## config.mk

```make
export PLATFORM = sky130hd
export DESIGN_NAME = gcom_fifo
export DESIGN_NICKNAME = d
export VERILOG_FILES = /design/src/sv/gcom_pkg.sv /design/src/sv/gcom_fifo.sv
export SDC_FILE = /design/constraint.sdc
export NUM_CORES = 1
export LEC_CHECK = 0
export BUFFER_PORTS_ARGS = -buffer_cell sky130_fd_sc_hd__buf_2
export CAP_MARGIN = 40
export CORE_MARGIN = 3
export CORE_UTILIZATION = 57
export DETAILED_ROUTE_END_ITERATION = 10
export GPL_ROUTABILITY_DRIVEN = 0
export PLACE_DENSITY_LB_ADDON = 0.3
export SLEW_MARGIN = 20
export SYNTH_ARGS = -nofsm -noshare
export SYNTH_HDL_FRONTEND = slang
export SYNTH_SLANG_ARGS = --single-unit
```

## constraint.sdc

```tcl
create_clock -name clk -period 4.5 [get_ports clk]
set_input_delay 1.35 -clock clk [delete_from_list [all_inputs] [get_ports clk]]
set_output_delay 1.35 -clock clk [all_outputs]
set_load 0.05 [all_outputs]
```

## src/sv/gcom_pkg.sv

```systemverilog
// gcom_pkg: types, constants and register codes for the grid cell overlap mapper.
// Used by every module of the block; depends on nothing.
package gcom_pkg;

  // Defaults for the top level's grid size parameters
  localparam int MAX_TGT_ROWS_DEF = 8;
  localparam int MAX_TGT_COLS_DEF = 8;

  // Fixed widths
  localparam int CFG_IDX_W = 4;   // register index on the config port
  localparam int COORD_W   = 36;  // cell edges: origin plus up to 8 cells of 31 bits
  localparam int IDX_W     = 3;   // target row and column index
  localparam int Q_DEPTH   = 4;   // front-to-back queue entries

  localparam logic [47:0] WEIGHT_MAX = 48'hFFFF_FFFF_FFFF;

  // Configuration register indexes
  typedef enum logic [CFG_IDX_W-1:0] {
    CFG_ORIGIN_X  = 4'd0,
    CFG_ORIGIN_Y  = 4'd1,
    CFG_CELL_W    = 4'd2,
    CFG_CELL_H    = 4'd3,
    CFG_ROWS      = 4'd4,
    CFG_COLS      = 4'd5,
    CFG_FPA       = 4'd6,
    CFG_ROW_ORDER = 4'd7
  } cfg_idx_t;

  // Input word: source rectangle and tags
  typedef struct packed {
    logic signed [31:0] src_x_lo;
    logic signed [31:0] src_x_hi;
    logic signed [31:0] src_y_lo;
    logic signed [31:0] src_y_hi;
    logic [7:0]         src_row;
    logic [7:0]         src_col;
  } gcom_in_t;

  // Result word: one fragment or the empty result
  typedef struct packed {
    logic [7:0]       tag_row;
    logic [7:0]       tag_col;
    logic [IDX_W-1:0] tgt_row;
    logic [IDX_W-1:0] tgt_col;
    logic [47:0]      weight;
    logic             saturated;
    logic             no_overlap;
    logic             last;
  } gcom_out_t;

  // Configuration register file as seen by the datapath
  typedef struct packed {
    logic signed [31:0] origin_x;
    logic signed [31:0] origin_y;
    logic [30:0]        cell_w;
    logic [30:0]        cell_h;
    logic [3:0]         rows;
    logic [3:0]         cols;
    logic [31:0]        fpa;
    logic               row_order;
  } gcom_cfg_t;

  // Queue entry: an overlapping cell, or the end-of-walk marker
  typedef struct packed {
    logic             is_end;
    logic [31:0]      dx;
    logic [31:0]      dy;
    logic [IDX_W-1:0] row;
    logic [IDX_W-1:0] col;
  } gcom_frag_t;

  // Queue status toward producer and consumer
  typedef struct packed {
    logic full;
    logic empty;
  } gcom_q_stat_t;

  // Front walker states
  typedef enum logic [1:0] {
    FR_IDLE,
    FR_WALK,
    FR_END
  } fr_state_t;

endpackage

```

## src/sv/gcom_fifo.sv

```systemverilog
// gcom_fifo: short queue of fragment words between the walker and the weight pipe.
// Uses gcom_pkg for the entry type and depth.
module gcom_fifo
  import gcom_pkg::*;
(
  input  logic         clk,
  input  logic         rst_n,
  input  logic         push,
  input  gcom_frag_t   push_data,
  input  logic         pop,
  output gcom_frag_t   pop_data,
  output gcom_q_stat_t stat
);

  localparam int PTR_W = $clog2(Q_DEPTH);

  gcom_frag_t mem_r [Q_DEPTH];
  logic [PTR_W-1:0] wr_ptr_r, rd_ptr_r;
  logic [PTR_W:0]   count_r;

  logic do_push, do_pop;
  assign stat.full  = (count_r == (PTR_W+1)'(Q_DEPTH));
  assign stat.empty = (count_r == '0);
  assign do_push    = push && !stat.full;
  assign do_pop     = pop && !stat.empty;
  assign pop_data   = mem_r[rd_ptr_r];

  // Pointers and fill count
  always_ff @(posedge clk) begin
    if (!rst_n) begin
      wr_ptr_r <= '0;
      rd_ptr_r <= '0;
      count_r  <= '0;
    end else begin
      if (do_push) wr_ptr_r <= wr_ptr_r + PTR_W'(1);
      if (do_pop)  rd_ptr_r <= rd_ptr_r + PTR_W'(1);
      case ({do_push, do_pop})
        2'b10:   count_r <= count_r + (PTR_W+1)'(1);
        2'b01:   count_r <= count_r - (PTR_W+1)'(1);
        default: count_r <= count_r;
      endcase
    end
  end

  // Entry storage
  always_ff @(posedge clk) begin
    if (do_push) mem_r[wr_ptr_r] <= push_data;
  end

`ifndef SYNTH
  a_no_overflow: assert property (@(posedge clk) disable iff (!rst_n)
    push |-> !stat.full)
    else $error("fragment queue written while full");

  a_count_bound: assert property (@(posedge clk) disable iff (!rst_n)
    count_r <= (PTR_W+1)'(Q_DEPTH))
    else $error("fragment queue count out of range");

  a_pop_moves: assert property (@(posedge clk) disable iff (!rst_n)
    (pop && !stat.empty && !push) |=> (count_r == $past(count_r) - (PTR_W+1)'(1)))
    else $error("fragment queue count did not drop on read");
`endif

endmodule

```

# After elaboration in Yosys (flattened, before gate mapping)
# Memory sizes are Yosys's and may differ from the RTL's. A register that Yosys moved wholly into a read port is not among the register bits.
# Cells that the tools add are included.
totals:
  word_cells: 22
  inputBits: 75
  ramBits: 284
  output_inout_bits: 73
  n_memories: 1
  ff_bits: 7
memory_table:
  columns: ["name", "depth", "word_bits", "rd", "rd_clocked_by_memory_dff", "write_ports", "line_no", "text"]
  rows:
  - ["mem_r", 4, 71, 1, 1, 1, "gcom_fifo.sv:17", "gcom_frag_t mem_r [Q_DEPTH];"]
op_classes:
  n_addsub: 4
  mux: 5
  n_eq_ne: 3
  reduce_logical: 6
ops:
  columns: ["cell", "count"]
  rows:
  - ["3-bit case mux with 2 select lines", 1]
  - ["2-bit by 1-bit adder with 2-bit output, second input constant", 2]
  - ["2-bit 2-to-1 mux", 2]
  - ["3-bit by 1-bit adder with 3-bit output, second input constant", 1]
  - ["3-bit == test, second input constant", 1]
  - ["3-bit logical NOT", 1]
  - ["3-bit by 1-bit subtractor with 3-bit output, second input constant", 1]
  - ["2-bit by 1-bit == test with 1-bit output, second input constant", 1]
  - ["2-bit == test, second input constant", 1]
  - ["1-bit logical AND", 2]
  - ["1-bit logical NOT", 2]
  - ["1-bit 2-to-1 mux", 2]
  - ["2-bit nonzero test", 1]

# Depth between registers and ports, before layout
depth:
  depth_word: 5
  ltp_mapped: 10
  depth_no_buf: 9

# Worst setup path after synthesis
# OpenSTA, ideal clock, no wires.
synth_path:
  path_type: "input -> register"
  start: "input port push"
  end: "memory mem_r[0][0] in the netlist's numbering, enable pin"
  setup_slack_ns: 0.751
  arrival_time_ns: 3.312
  path_stages: 3
  n_path_buf: 1
  t_required_ns: 4.063
  setup_time_ns: 0.437
  cell_sequence: "nor2b_1 -> buf_2 -> and2_1"
synth_between:
  elab_chain_len: 3
synth_rtl:
  columns: ["item", "line_no", "text"]
  rows:
  - ["from (decl)", "gcom_fifo.sv:8", "input logic push,"]
  - ["1-bit logical AND", "gcom_fifo.sv:24", "assign do_push = push && !stat.full;"]
  - ["1-bit 2-to-1 mux", "gcom_fifo.sv:47", "if (do_push) mem_r[wr_ptr_r] <= push_data;"]
  - ["1-bit 2-to-1 mux (not written as such)", "gcom_fifo.sv:47", null]
  - ["to (decl)", "gcom_fifo.sv:17", null]
# No other way between the ends.

==> impl_results.md <==
* DRT Pass-1 Iters at 4
* Register area share after synthesis at 80.5%
* Antenna diode count at 0
* Synth Register Bits at 293
* Setup TNS at 0 ns
* Clock Latency Late Sink at 0.52 ns
* Core ar. at 0.0183 mm²
* Pwr dens at between 600 and 700 mW/mm²
* CTS tree: yes
* Number of global-route vias before repair at 5316
* Hold slack at 0.505 ns
* Crit Reg-Reg Endpoint: mem_r[3][27]
* Leak Pwr at between 4 and 5 nW
* Outcome: complete, no violations
* Distinct cells, synth at 23
* Tcrit/Tclk final at 83.5%
* First-pass GRT wire length at between 20000 and 30000 µm
* DIE WIDTH at 144 µm
* Post-synth EDFFs at 284
* Fin nets at 674
* Worst Tran Pin Value at 0.649 ns
* Clk root buf: clkbuf_16
* Synthesized instance count at 425
* RR Startpoint: count_r[2]
* Crit end category: output pin
* Final Max Slew Viols at 0
* Setup Crit Path Kind: reg2out
* Avg Cell Area, Syn at 25.4 µm²
* Max VDD drop at slightly below 0.4 mV
* Hpwl dp at 12000 µm
* P&R area growth vs syn at 17.7%
* # Post-CTS Setup Buffers at 0
* Congestion Overflow GR at 0
* DR vias/cell at 5.76
* Setup-failing EPs final at 0
* Synth warn at 0
* Crit path arrival time at about 2.4 ns
* I/O pins at 148
* Iter 0 DRT Violations at 293
* Overall Global Routing Usage at 19.2%
* Reg clk slew, reported paths at 0.06 ns
* Ratio of cells with drive above 1 in the final layout at 45.8%
* Initial core utilization at 59.2%
* Primary FF master, synth: edfxtp_1
* WHS Path Cells at 2
* Port buffer count at 147
* Achievable frequency at 266 MHz
* Final hold vios at 0
* Post-synthesis async set-or-reset flop share at 0%
* Worst r2r path cells at 4
* Initial antenna violation count at 1
* Row Count at 49
* Post-cts hold buffer count at 0
* Design Area, Final at about 0.013 mm²
* Largest net degree at the start of global routing at 42
* Crit path launch type: register
* Final Skew at 0.0101 ns
* Placed Area at 0.0118 mm²
* Area share of the leading cell type in the synthesized netlist at 78.9%
* Crit-path slowest cell: dfxtp_4
* Area leader, netlist: edfxtp_1
* Crit Path Max Fanout at 22
* Worst rel slew slack at 56.7%
* Hold Crit Start: rd_ptr_r[1]
* CTS buffer count at 29
* Drt wl/cell at 22.8 µm
* Hold crit path type: reg2reg
* Critical path cell sequence: buf_4 -> mux4_2 -> buf_2
* Fin crit period at 3.76 ns
* Sink Count at 293
* RSZ-0062 raised after global routing: false
* Clk buf depth at 3
* Post-Syn Nets at 506
* Main area contributors after synthesis: edfxtp_1 (79%), mux4_2 (15%), dfxtp_1 (1.7%)
* Crit path largest cell delay at roughly 0.64 ns
* Post-Syn Area at 0.0108 mm²
* R2r setup slk at 2.18 ns
* Via count at 4870
* DIE HEIGHT at 144 µm
* Max-cap violations at 0
* Routed Wire Length at 19200 µm
* Number of H-tree levels at 1
* Full die area at 0.0207 mm²
* CP required at 3.15 ns
* CTS resizes at 0
* Detail Route Antenna Nets at 0
* Post-route DRC at 0
==> stage by stage <==
stage	total power, mW	std cells	worst slack [ns]	util (%)
2_1_floorplan	5.36	425	0.751	-
3_3_place_gp	5.76	791	1.23	64.5
3_5_place_dp	5.81	791	1.19	64.5
4_1_cts	8.15	845	0.642	69.7
5_1_grt	8.38	845	0.527	69.7
6_report	8.05	845	0.741	69.7
==> flip-flops by register name (all words and copies together) (netlist names), named ones only <==
register and flops:
rd_ptr_r 2, mem_r 284, wr_ptr_r 2, count_r 3
==> critical path: cells and delay by family, from the launching register on <==
kind	cells	cell delay, ns
DFF	1	0.64
muxes	1	0.57
buffers and inverters	2	0.65
==> placed cells by master, fill, tap and decap left out <==
| cell type | n |
|---|---|
| dfxtp_1 | 7 |
| buf_4 | 3 |
| clkbuf_1 | 5 |
| a21boi_1 | 2 |
| nor3b_2 | 1 |
| clkinv_1 | 2 |
| ha_1 | 5 |
| inv_6 | 1 |
| and2_1 | 2 |
| buf_2 | 147 |
| clkinvlp_4 | 1 |
| or3_1 | 2 |
| mux2i_1 | 2 |
| dfxtp_4 | 2 |
| inv_2 | 1 |
| inv_1 | 5 |
| clkinv_2 | 8 |
| o21ai_0 | 5 |
| clkbuf_16 | 29 |
| buf_12 | 5 |
| bufinv_16 | 2 |
| nor3_2 | 1 |
| edfxtp_1 | 284 |
| clkbuf_8 | 6 |
| nand2_1 | 7 |
| xnor2_1 | 1 |
| nor2b_1 | 2 |
| fa_1 | 1 |
| nand4bb_1 | 1 |
| xor2_1 | 1 |
| and2_4 | 4 |
| mux4_2 | 71 |
==> worst max-delay path by stage <==
stage / to / slack [ns] / cells past startpoint
after detailed placement: mem_r[3][40] / 1.19 / 4
after floorplan: mem_r[0][0] / 0.75 / 3
after global placement: pop_data[54] / 1.23 / 3
after CTS: pop_data[68] / 0.64 / 3
after global routing: pop_data[68] / 0.53 / 3
final: pop_data[58] / 0.74 / 3
==> Yosys cell counts, drive strengths merged (2+ instances only) <==
cell / n
dfxtp: 9
ha: 5
a21boi: 2
nand2: 7
or3: 2
o21ai: 5
clkbuf: 2
mux2i: 2
mux4: 71
edfxtp: 284
buf: 16
inv: 6
and2: 6
nor2b: 2
==> metal layers <==
layer | vias to the layer above | GRT usage, % | part of all wire (%)
met5 | - | 0 | 0.036
met4 | 2 | 5.25 | 1.8
met3 | 30 | 3.43 | 5.6
met2 | 155 | 33.0 | 52
met1 | 2537 | 26.0 | 40
li1 | 2146 | - | -
==> where the power goes <==
part | internal [mW] | leakage [nW] | switching (mW)
Combinational | 0.720 | 1.14 | 1.57
Clock | 1.40 | 0.474 | 0.934
Sequential | 3.29 | 2.68 | 0.140
Total | 5.40 | 4.29 | 2.65
==> layout make-up <==
cell class | count | area (µm²)
Clock buffer | 40 | 827
Clock inverter | 14 | 124
Fill cell | 1136 | 5540
Inverter | 6 | 22.5
Multi-Input combinational cell | 108 | 1890
Sequential cell | 293 | 8720
Tap cell | 229 | 287
Timing Repair Buffer | 155 | 858
==> kinds of logic after synthesis <==
group,share of synthesized area [%]
flops,80.5
mux,15.0
buf+inv,2.05
simple gates,1.13
compound gates,0.370
fa+ha+maj,0.764
xor+xnor,0.162
Note: power is estimated with default switching activity, not from simulation.
