$ cat config.mk
export PLATFORM = sky130hd
export DESIGN_NAME = gcom_front
export DESIGN_NICKNAME = d
export VERILOG_FILES = /design/src/sv/gcom_pkg.sv /design/src/sv/gcom_front.sv
export SDC_FILE = /design/constraint.sdc
export NUM_CORES = 2
export LEC_CHECK = 0
export BUFFER_PORTS_ARGS = -buffer_cell sky130_fd_sc_hd__buf_4
export CAP_MARGIN = 25
export CORE_MARGIN = 5
export CORE_UTILIZATION = 56
export CTS_CLUSTER_DIAMETER = 30
export DETAILED_ROUTE_END_ITERATION = 10
export MAX_ROUTING_LAYER = met4
export PLACE_DENSITY = 0.77
export SLEW_MARGIN = 10
export SYNTH_ARGS = -nofsm -noshare
export SYNTH_HDL_FRONTEND = slang
export SYNTH_SLANG_ARGS = --single-unit
$ cat constraint.sdc
create_clock -name clk -period 9.1 [get_ports clk]
set_input_delay 1.82 -clock clk [delete_from_list [all_inputs] [get_ports clk]]
set_output_delay 1.82 -clock clk [all_outputs]
set_load 0.05 [all_outputs]
$ cat src/sv/gcom_pkg.sv
// gcom_pkg: types, constants and register codes for the grid cell overlap mapper.
// Used by every module of the block; depends on nothing.
package gcom_pkg;

  // Defaults for the top level's grid size parameters
  localparam int MAX_TGT_ROWS_DEF = 8;
  localparam int MAX_TGT_COLS_DEF = 8;

  // Fixed widths
  localparam int CFG_IDX_W = 4;   // register index on the config port
  localparam int COORD_W   = 36;  // cell edges: origin plus up to 8 cells of 31 bits
  localparam int IDX_W     = 3;   // target row and column index
  localparam int Q_DEPTH   = 4;   // front-to-back queue entries

  localparam logic [47:0] WEIGHT_MAX = 48'hFFFF_FFFF_FFFF;

  // Configuration register indexes
  typedef enum logic [CFG_IDX_W-1:0] {
    CFG_ORIGIN_X  = 4'd0,
    CFG_ORIGIN_Y  = 4'd1,
    CFG_CELL_W    = 4'd2,
    CFG_CELL_H    = 4'd3,
    CFG_ROWS      = 4'd4,
    CFG_COLS      = 4'd5,
    CFG_FPA       = 4'd6,
    CFG_ROW_ORDER = 4'd7
  } cfg_idx_t;

  // Input word: source rectangle and tags
  typedef struct packed {
    logic signed [31:0] src_x_lo;
    logic signed [31:0] src_x_hi;
    logic signed [31:0] src_y_lo;
    logic signed [31:0] src_y_hi;
    logic [7:0]         src_row;
    logic [7:0]         src_col;
  } gcom_in_t;

  // Result word: one fragment or the empty result
  typedef struct packed {
    logic [7:0]       tag_row;
    logic [7:0]       tag_col;
    logic [IDX_W-1:0] tgt_row;
    logic [IDX_W-1:0] tgt_col;
    logic [47:0]      weight;
    logic             saturated;
    logic             no_overlap;
    logic             last;
  } gcom_out_t;

  // Configuration register file as seen by the datapath
  typedef struct packed {
    logic signed [31:0] origin_x;
    logic signed [31:0] origin_y;
    logic [30:0]        cell_w;
    logic [30:0]        cell_h;
    logic [3:0]         rows;
    logic [3:0]         cols;
    logic [31:0]        fpa;
    logic               row_order;
  } gcom_cfg_t;

  // Queue entry: an overlapping cell, or the end-of-walk marker
  typedef struct packed {
    logic             is_end;
    logic [31:0]      dx;
    logic [31:0]      dy;
    logic [IDX_W-1:0] row;
    logic [IDX_W-1:0] col;
  } gcom_frag_t;

  // Queue status toward producer and consumer
  typedef struct packed {
    logic full;
    logic empty;
  } gcom_q_stat_t;

  // Front walker states
  typedef enum logic [1:0] {
    FR_IDLE,
    FR_WALK,
    FR_END
  } fr_state_t;

endpackage

$ cat src/sv/gcom_front.sv
// gcom_front: takes a source rectangle, walks the target grid one cell a cycle unless
// the queue is full, queues overlapping cells' extents, then an end marker. Uses gcom_pkg.
module gcom_front
  import gcom_pkg::*;
#(
  parameter int MAX_TGT_ROWS = MAX_TGT_ROWS_DEF,
  parameter int MAX_TGT_COLS = MAX_TGT_COLS_DEF
) (
  input  logic         clk,
  input  logic         rst_n,
  input  logic         accept,
  input  gcom_in_t     in_data,
  input  gcom_cfg_t    cfg,
  input  gcom_q_stat_t q_stat,
  output logic         push,
  output gcom_frag_t   push_data,
  output logic [7:0]   tag_row,
  output logic [7:0]   tag_col
);

  fr_state_t state_r, state_nxt;

  logic [IDX_W-1:0] h_r, k_r, last_row_r, last_col_r;
  logic signed [31:0] ax_r, bx_r, ay_r, by_r;
  logic signed [COORD_W-1:0] px_r, qx_r, py_r, qy_r, y0_r, y1_r;
  logic [7:0] tag_row_r, tag_col_r;

  // Clamp the counts in use
  logic [3:0] rows_c, cols_c;
  logic [IDX_W-1:0] rows_m1, cols_m1;
  assign rows_c  = (cfg.rows > 4'(MAX_TGT_ROWS)) ? 4'(MAX_TGT_ROWS) : cfg.rows;
  assign cols_c  = (cfg.cols > 4'(MAX_TGT_COLS)) ? 4'(MAX_TGT_COLS) : cfg.cols;
  assign rows_m1 = IDX_W'(rows_c - 4'd1);
  assign cols_m1 = IDX_W'(cols_c - 4'd1);

  // Extended cell size and origin
  logic signed [COORD_W-1:0] w_e, ht_e, ox_e, oy_e, ytop_e;
  logic [33:0] ytop_off;
  assign w_e      = $signed({{(COORD_W-31){1'b0}}, cfg.cell_w});
  assign ht_e     = $signed({{(COORD_W-31){1'b0}}, cfg.cell_h});
  assign ox_e     = COORD_W'($signed(cfg.origin_x));
  assign oy_e     = COORD_W'($signed(cfg.origin_y));
  assign ytop_off = 34'(rows_m1) * 34'(cfg.cell_h);
  assign ytop_e   = oy_e + $signed({{(COORD_W-34){1'b0}}, ytop_off});

  // Intersection of the held rectangle with the current cell
  logic signed [COORD_W-1:0] ax_e, bx_e, ay_e, by_e, xa, xb, ya, yb, dx_w, dy_w;
  logic ovl;
  always_comb begin
    ax_e = COORD_W'(ax_r);
    bx_e = COORD_W'(bx_r);
    ay_e = COORD_W'(ay_r);
    by_e = COORD_W'(by_r);
    xa   = (ax_e > px_r) ? ax_e : px_r;
    xb   = (bx_e < qx_r) ? bx_e : qx_r;
    ya   = (ay_e > py_r) ? ay_e : py_r;
    yb   = (by_e < qy_r) ? by_e : qy_r;
    ovl  = (xa < xb) && (ya < yb);
    dx_w = xb - xa;
    dy_w = yb - ya;
  end

  logic step, col_end, grid_end;
  assign step     = (state_r == FR_WALK) && !q_stat.full;
  assign col_end  = (k_r == last_row_r);
  assign grid_end = col_end && (h_r == last_col_r);

  // Next state
  always_comb begin
    state_nxt = state_r;
    unique case (state_r)
      FR_IDLE: begin
        if (accept) begin
          state_nxt = ((rows_c == 4'd0) || (cols_c == 4'd0)) ? FR_END : FR_WALK;
        end
      end
      FR_WALK: begin
        if (step && grid_end) state_nxt = FR_END;
      end
      FR_END: begin
        if (!q_stat.full) state_nxt = FR_IDLE;
      end
      default: state_nxt = FR_IDLE;
    endcase
  end

  // Queue writes
  always_comb begin
    push      = 1'b0;
    push_data = '0;
    unique case (state_r)
      FR_WALK: begin
        push          = step && ovl;
        push_data.dx  = dx_w[31:0];
        push_data.dy  = dy_w[31:0];
        push_data.row = k_r;
        push_data.col = h_r;
      end
      FR_END: begin
        push             = !q_stat.full;
        push_data.is_end = 1'b1;
      end
      default: begin
        push = 1'b0;
      end
    endcase
  end

  always_ff @(posedge clk) begin
    if (!rst_n) begin
      state_r <= FR_IDLE;
      h_r     <= '0;
      k_r     <= '0;
    end else begin
      state_r <= state_nxt;
      if (accept && (state_r == FR_IDLE)) begin
        h_r <= '0;
        k_r <= '0;
      end else if (step) begin
        if (col_end) begin
          k_r <= '0;
          h_r <= h_r + IDX_W'(1);
        end else begin
          k_r <= k_r + IDX_W'(1);
        end
      end
    end
  end

  // Rectangle, tags and cell edges
  always_ff @(posedge clk) begin
    if (accept && (state_r == FR_IDLE)) begin
      ax_r       <= in_data.src_x_lo;
      bx_r       <= in_data.src_x_hi;
      ay_r       <= in_data.src_y_lo;
      by_r       <= in_data.src_y_hi;
      tag_row_r  <= in_data.src_row;
      tag_col_r  <= in_data.src_col;
      last_row_r <= rows_m1;
      last_col_r <= cols_m1;
      px_r       <= ox_e;
      qx_r       <= ox_e + w_e;
      if (cfg.row_order) begin
        y0_r <= oy_e;
        y1_r <= oy_e + ht_e;
        py_r <= oy_e;
        qy_r <= oy_e + ht_e;
      end else begin
        y0_r <= ytop_e;
        y1_r <= ytop_e + ht_e;
        py_r <= ytop_e;
        qy_r <= ytop_e + ht_e;
      end
    end else if (step) begin
      if (col_end) begin
        px_r <= px_r + w_e;
        qx_r <= qx_r + w_e;
        py_r <= y0_r;
        qy_r <= y1_r;
      end else if (cfg.row_order) begin
        py_r <= py_r + ht_e;
        qy_r <= qy_r + ht_e;
      end else begin
        py_r <= py_r - ht_e;
        qy_r <= qy_r - ht_e;
      end
    end
  end

  assign tag_row = tag_row_r;
  assign tag_col = tag_col_r;

endmodule

* Word-level counts from Yosys, hierarchy flattened *
Index checks and enable logic that the tools add are counted.

storage, ports and cells
  register bits after elaboration = 374
  word-level logic and storage cells = 98

operators by class
  $add $sub $neg = 16
  multiply operators = 1
  order comparisons = 8
  eq/ne operators = 7
  mux-type cells = 31
  bitwise gates (word level) = 1
  reductions and logical operators = 17

operators with widths
  kind                                                  number
  2-to-1 mux 36 bit                                     20
  adder 36 x 32 -> 36 bit                               5
  greater-than comparator 32 x 36 -> 1 bit              2
  < comparator 32 x 36 -> 1 bit                         2
  < comparator 36 bit                                   2
  subtractor 36 x 32 -> 36 bit                          2
  2-to-1 mux 70 bit                                     1
  adder 32 x 32 -> 33 bit                               2
  subtractor 32 bit                                     2
  adder 32 x 35 -> 36 bit                               1
  multiplier 3 x 31 -> 34 bit                           1
  greater-than comparator 4 bit, second input constant  2
  logical NOT 4 bit                                     2
  2-to-1 mux 2 bit                                      4
  2-to-1 mux 4 bit                                      2
  adder 3 x 1 -> 3 bit, second input constant           2
  == test 3 bit                                         2
  logical AND 1 bit                                     6
  one-hot mux 2 bit (3 select lines)                    1
  subtractor 3 x 1 -> 3 bit, second input constant      2
  != test 2 bit, second input constant                  2
  AND reduction 2 bit                                   2
  nonzero test 2 bit                                    2
  2-to-1 mux 3 bit                                      1
  other kinds (11)                                      11

* Longest topological paths before layout *
  depth in word-level cells = 8
  mapped depth = 40

* Worst setup path after synthesis *
OpenSTA, ideal clock, no wires.

  path kind = input-to-reg
  from = in cfg[40] (netlist name)
  to = reg qy_r[31], data pin
  data arrival time = 9.248 ns
  required time = 8.846 ns
  setup slack = -0.403 ns
  stages on the path = 37
  path buffers = 2
  cells stage by stage = nand2b_1 -> clkbuf_1 -> ha_1 -> xnor2_1 -> clkbuf_1 -> nand2_1 -> fa_1 -> inv_1 -> ha_1 -> a21o_1 -> a221o_1 -> and2_0 -> a311o_1 -> nand3_1 -> nand2_1 -> a21o_1 -> a21oi_1 -> xnor2_1 -> ha_1 -> and3_1 -> a311o_1 -> a41o_2 -> a311oi_2 -> o21bai_1 -> a21oi_1 -> xnor2_1 -> ha_1 -> inv_1 -> o21bai_1 -> a21oi_1 -> and2_1 -> o311ai_0 -> a41oi_1 -> o21a_1 -> xnor2_1 -> o2111ai_1 -> o21a_1

on the way
  word-level cells in the longest chain between the ends = 8

RTL lines
  what                           RTL line           text
  from (decl)                    gcom_front.sv:13   input gcom_cfg_t cfg,
  greater-than comparator 4 bit  gcom_front.sv:31   assign rows_c = (cfg.rows > 4'(MAX_TGT_ROWS)) ? 4'(MAX_TGT_ROWS) : cfg.rows;
  2-to-1 mux 4 bit               gcom_front.sv:31
  subtractor 3 x 1 -> 3 bit      gcom_front.sv:33   assign rows_m1 = IDX_W'(rows_c - 4'd1);
  via rows_m1[0]                 gcom_front.sv:30   logic [IDX_W-1:0] rows_m1, cols_m1;
  multiplier 3 x 31 -> 34 bit    gcom_front.sv:43   assign ytop_off = 34'(rows_m1) * 34'(cfg.cell_h);
  adder 32 x 35 -> 36 bit        gcom_front.sv:44   assign ytop_e = oy_e + $signed({{(COORD_W-34){1'b0}}, ytop_off});
  adder 36 x 32 -> 36 bit        gcom_front.sv:152  qy_r <= ytop_e + ht_e;
  2-to-1 mux 36 bit              gcom_front.sv:143  if (cfg.row_order) begin
  2-to-1 mux 36 bit              gcom_front.sv:132  if (accept && (state_r == FR_IDLE)) begin
  to (signal assigned)           gcom_front.sv:147  qy_r <= oy_e + ht_e;
  to (signal assigned)           gcom_front.sv:152
  to (signal assigned)           gcom_front.sv:159  qy_r <= y1_r;
  to (decl)                      gcom_front.sv:25   logic signed [COORD_W-1:0] px_r, qx_r, py_r, qy_r, y0_r, y1_r;

The timed path passes the listed nets, and every way through them passes these cells.
A chain may end at the register's enable or synchronous reset.

* Final worst setup path *
  from = reg py_r[11]
  to = out push

on the way
  word-level cells in the longest chain between the ends = 6

RTL lines
  what                                      RTL line           text
  from (decl)                               gcom_front.sv:25
  from (signal assigned)                    gcom_front.sv:146  py_r <= oy_e;
  from (signal assigned)                    gcom_front.sv:151  py_r <= ytop_e;
  from (signal assigned)                    gcom_front.sv:158  py_r <= y0_r;
  greater-than comparator 32 x 36 -> 1 bit  gcom_front.sv:56   ya = (ay_e > py_r) ? ay_e : py_r;
  2-to-1 mux 36 bit (*)                     gcom_front.sv:56
  < comparator 36 bit (*)                   gcom_front.sv:58   ovl = (xa < xb) && (ya < yb);
  logical AND 1 bit (*)                     gcom_front.sv:58
  logical AND 1 bit (*)                     gcom_front.sv:93   push = step && ovl;
  one-hot mux 1 bit (2 select lines) (*)    gcom_front.sv:91   unique case (state_r)
  to (decl)                                 gcom_front.sv:15   output logic push,

Mark *: on every way between the ends. The rest lies on a longest branch, timed or not.

==> impl_metrics.env <==
export IMPL_rows=100
export IMPL_synth_most_common_cell="ha_1"
export IMPL_drc_errors=0
export IMPL_grt_busiest_layer="met2"
export IMPL_power_density_mw_per_mm2=417
export IMPL_gp_congestion=0.973
export IMPL_status="finished, final reports clean"
export IMPL_io_buffers=370
export IMPL_ys_seq_elements=374
export IMPL_gr_total_overflow=0
export IMPL_ant_nets=0
export IMPL_irDropWorstVdd_mv=0.218
export IMPL_ios=404
export IMPL_clk_latency_ns=0.65
export IMPL_track_usage=0.310
export IMPL_tritoncts="built"
export IMPL_hold_class="reg2reg"
export IMPL_cpMostUsedCell="a21o_1"
export IMPL_critical_path_required_ns=7.28
export IMPL_worstPathCellList="inv_1, ha_1, nand4_1, nor2_1, o21ai_0, nand2b_1, a21oi_1, o221ai_1, o21ai_1, a21oi_4, buf_4, mux2_2, ha_1, a21o_1, a21o_1, a21o_1, a21o_1, a2111oi_0, buf_4, o211ai_1, a2111oi_1, o21ai_0, a22oi_1, buf_4"
export IMPL_yosysSeqAreaShare=0.264
export IMPL_use_met3=0.0375
export IMPL_dpl_worst_slack_ns=-0.399
export IMPL_p_int_w=0.0113
export IMPL_setup_ws_ns=0.225
export IMPL_place_hpwl_um=100000
export IMPL_worstMarginPinSlew_ns=1.12
export IMPL_synth_top_cells_by_count="ha_1, a21oi_1, nand2_1, nor2_1, edfxtp_1"
export IMPL_area_delta_synth_final_pct=19.6
export IMPL_firstDrtPassIters=5
export IMPL_pwr_share_seq=0.158
export IMPL_vias_per_cell=6.11
export IMPL_finalSetupViolations=0
export IMPL_drv_cap=0
export IMPL_use_met2=0.499
export IMPL_synthesis_nets=5736
export IMPL_setup_worst_path_end_class="output port"
export IMPL_p_sw_w=0.00972
export IMPL_final_cell_area_sq_mm=0.0505
export IMPL_startpoint_type="register"
export IMPL_start_util=0.566
export IMPL_synth_area_sq_mm=0.0422
export IMPL_cts_root_buffer="clkbuf_16"
export IMPL_core_area_sq_mm=0.0746
export IMPL_clock_power_share=0.157
export IMPL_cp_top_family="compound AO/OA/AOI/OAI gates"
export IMPL_total_leakage_power_nw=23.1
export IMPL_routed_wl_um=129000
export IMPL_die_width_um=285
export IMPL_cts_hold_fix_buffers=0
export IMPL_syn_instance_count=4802
export IMPL_numCtsBuffers=86
export IMPL_synth_area_top_cells="edfxtp_1, ha_1, a21oi_1"
export IMPL_finalCritPeriodShare=0.975
export IMPL_critPathSlowestCell="a2111oi_1"
export IMPL_final_nets=6242
export IMPL_ctsHtreeMaxLevel=3
export IMPL_arrival_ns=7.06
export IMPL_slew_viol_final=0
export IMPL_comb_power_share=0.685
export IMPL_clock_skew_ns=0.0387
export IMPL_num_fill_cells=5982
export IMPL_synth_async_reset_ratio=0
export IMPL_swShare=0.462
export IMPL_cts_clk_slew_worst_paths_ns=0.05
export IMPL_power_w=0.0211
export IMPL_drive_gt1_frac=0.175
export IMPL_wl_per_cell_um=20.3
export IMPL_synth_edf_count=366
export IMPL_die_h_um=285
export IMPL_synth_cell_types=101
export IMPL_grt_pass1_wl_um=198000
export IMPL_fin_crit_ns=8.88
export IMPL_seq_area_sq_mm=0.0112
export IMPL_critical_path_class="reg2out"
export IMPL_synth_area_leader_cell="edfxtp_1"
export IMPL_clockBufferDepth=3
export IMPL_clock_sinks=374
export IMPL_multi_input_area_sq_mm=0.0295
export IMPL_postSynthAreaPerCell_sq_um=8.80
export IMPL_synth_top_cell_area_share=0.260
export IMPL_grt_max_degree=134
export IMPL_yosys_warnings=0
export IMPL_antenna_found_initial=7
export IMPL_synthFlopType="edfxtp_1"
export IMPL_max_freq_mhz=113
export IMPL_dpl_instance_area_sq_mm=0.0471
export IMPL_met1_usage=0.403
export IMPL_cp_max_fo=19
export IMPL_drt_initial_drc_count=2976
export IMPL_vias=38800
export IMPL_slew_headroom=0.253
export IMPL_grt_pass1_vias=37400
export IMPL_dieArea_sq_mm=0.0810
export IMPL_max_stage_delay_ns=0.51
export IMPL_hold_viol=0
export IMPL_worst_path_buf_inv=4
power by group through the flow:
stage / registers (W) / clock network, W / logic, W
3_3_place_gp: 0.00329 / 0 / 0.0136
5_1_grt: 0.00338 / 0.00343 / 0.0158
6_report: 0.00333 / 0.00331 / 0.0144
2_1_floorplan: 0.00317 / 0 / 0.0103
3_5_place_dp: 0.00332 / 0 / 0.0139
4_1_cts: 0.00330 / 0.00333 / 0.0141
final cells by class:
type                       count  area share
clock buffer                  95      0.0437
clock inverter                64      0.0177
tap                          969      0.0240
multi-input combinational   3959       0.584
inverter                     330      0.0247
timing repair buffer         557      0.0844
sequential                   374       0.221
antenna                        7    0.000347
path summary, 6_finish.rpt:
path                 start        to  slack, ns  cells past startpoint
setup reg to reg   px_r[0]  px_r[30]       4.67                     13
hold reg to reg     k_r[1]    k_r[1]       0.52                      2
hold / removal      k_r[1]    k_r[1]       0.52                      2
setup / recovery  py_r[11]      push       0.22                     24
routing by layer:
layer	vias up	part of all wire
li1	18700	-
met4	0	0.040
met5	-	0
met2	1476	0.46
met1	18400	0.43
met3	253	0.072
state kept, by name (all words and copies together) (netlist names):
register and flops:
px_r 36, py_r 36, qx_r 36, qy_r 36
y0_r 36, y1_r 36, ax_r 32, ay_r 32
bx_r 32, by_r 32, tag_col 8, tag_row 8
h_r 3, k_r 3, last_col_r 3, last_row_r 3
state_r 2
per-stage QoR:
step / TNS, ns / hold slack, ns / instances / utilization
2_1_floorplan: -0.0326 / 0.469 / 4802 / -
3_3_place_gp: -3.44 / 0.493 / 6176 / 0.632
3_5_place_dp: -6.75 / 0.513 / 6176 / 0.632
5_1_grt: -0.0187 / 0.552 / 6353 / 0.677
4_1_cts: 0 / 0.523 / 6335 / 0.674
6_report: 0 / 0.517 / 6355 / 0.677
layout by cell type (no fill, tap or decap), types with 65 or more instances in the layout:
master / count
nand3_1: 73
a21o_1: 204
buf_4: 550
xnor2_1: 181
clkbuf_16: 87
a21oi_1: 413
xor2_1: 125
ha_1: 576
inv_1: 325
nand2_1: 412
nor2_1: 374
a211oi_1: 65
mux2i_1: 152
o21a_1: 79
nor3_1: 80
edfxtp_1: 366
mux2_2: 160
o21ai_0: 271
worst register-to-register path: cells and delay by family, from the launching register on:
kind / cells / cell delay [ns]
AOI/OAI and AO/OA: 7 / 2.73
and+or+nand+nor: 3 / 0.52
DFF: 1 / 0.44
adders and majority gates: 2 / 0.42
buffers and inverters: 1 / 0.07
repair_timing:
action | 4_1_cts | 5_1_grt
resized for setup | 1 | 31
endpoints found under the setup margin | 1 | 43
pin swaps | 0 | 13
buffers inserted | 0 | 12
logic make-up after synthesis:
family,synth area share
fa+ha+maj,0.190
buf+inv,0.0426
flops,0.264
xor+xnor,0.0639
compound gates,0.214
simple gates,0.146
mux,0.0789
(Power assumes the default switching activity.)
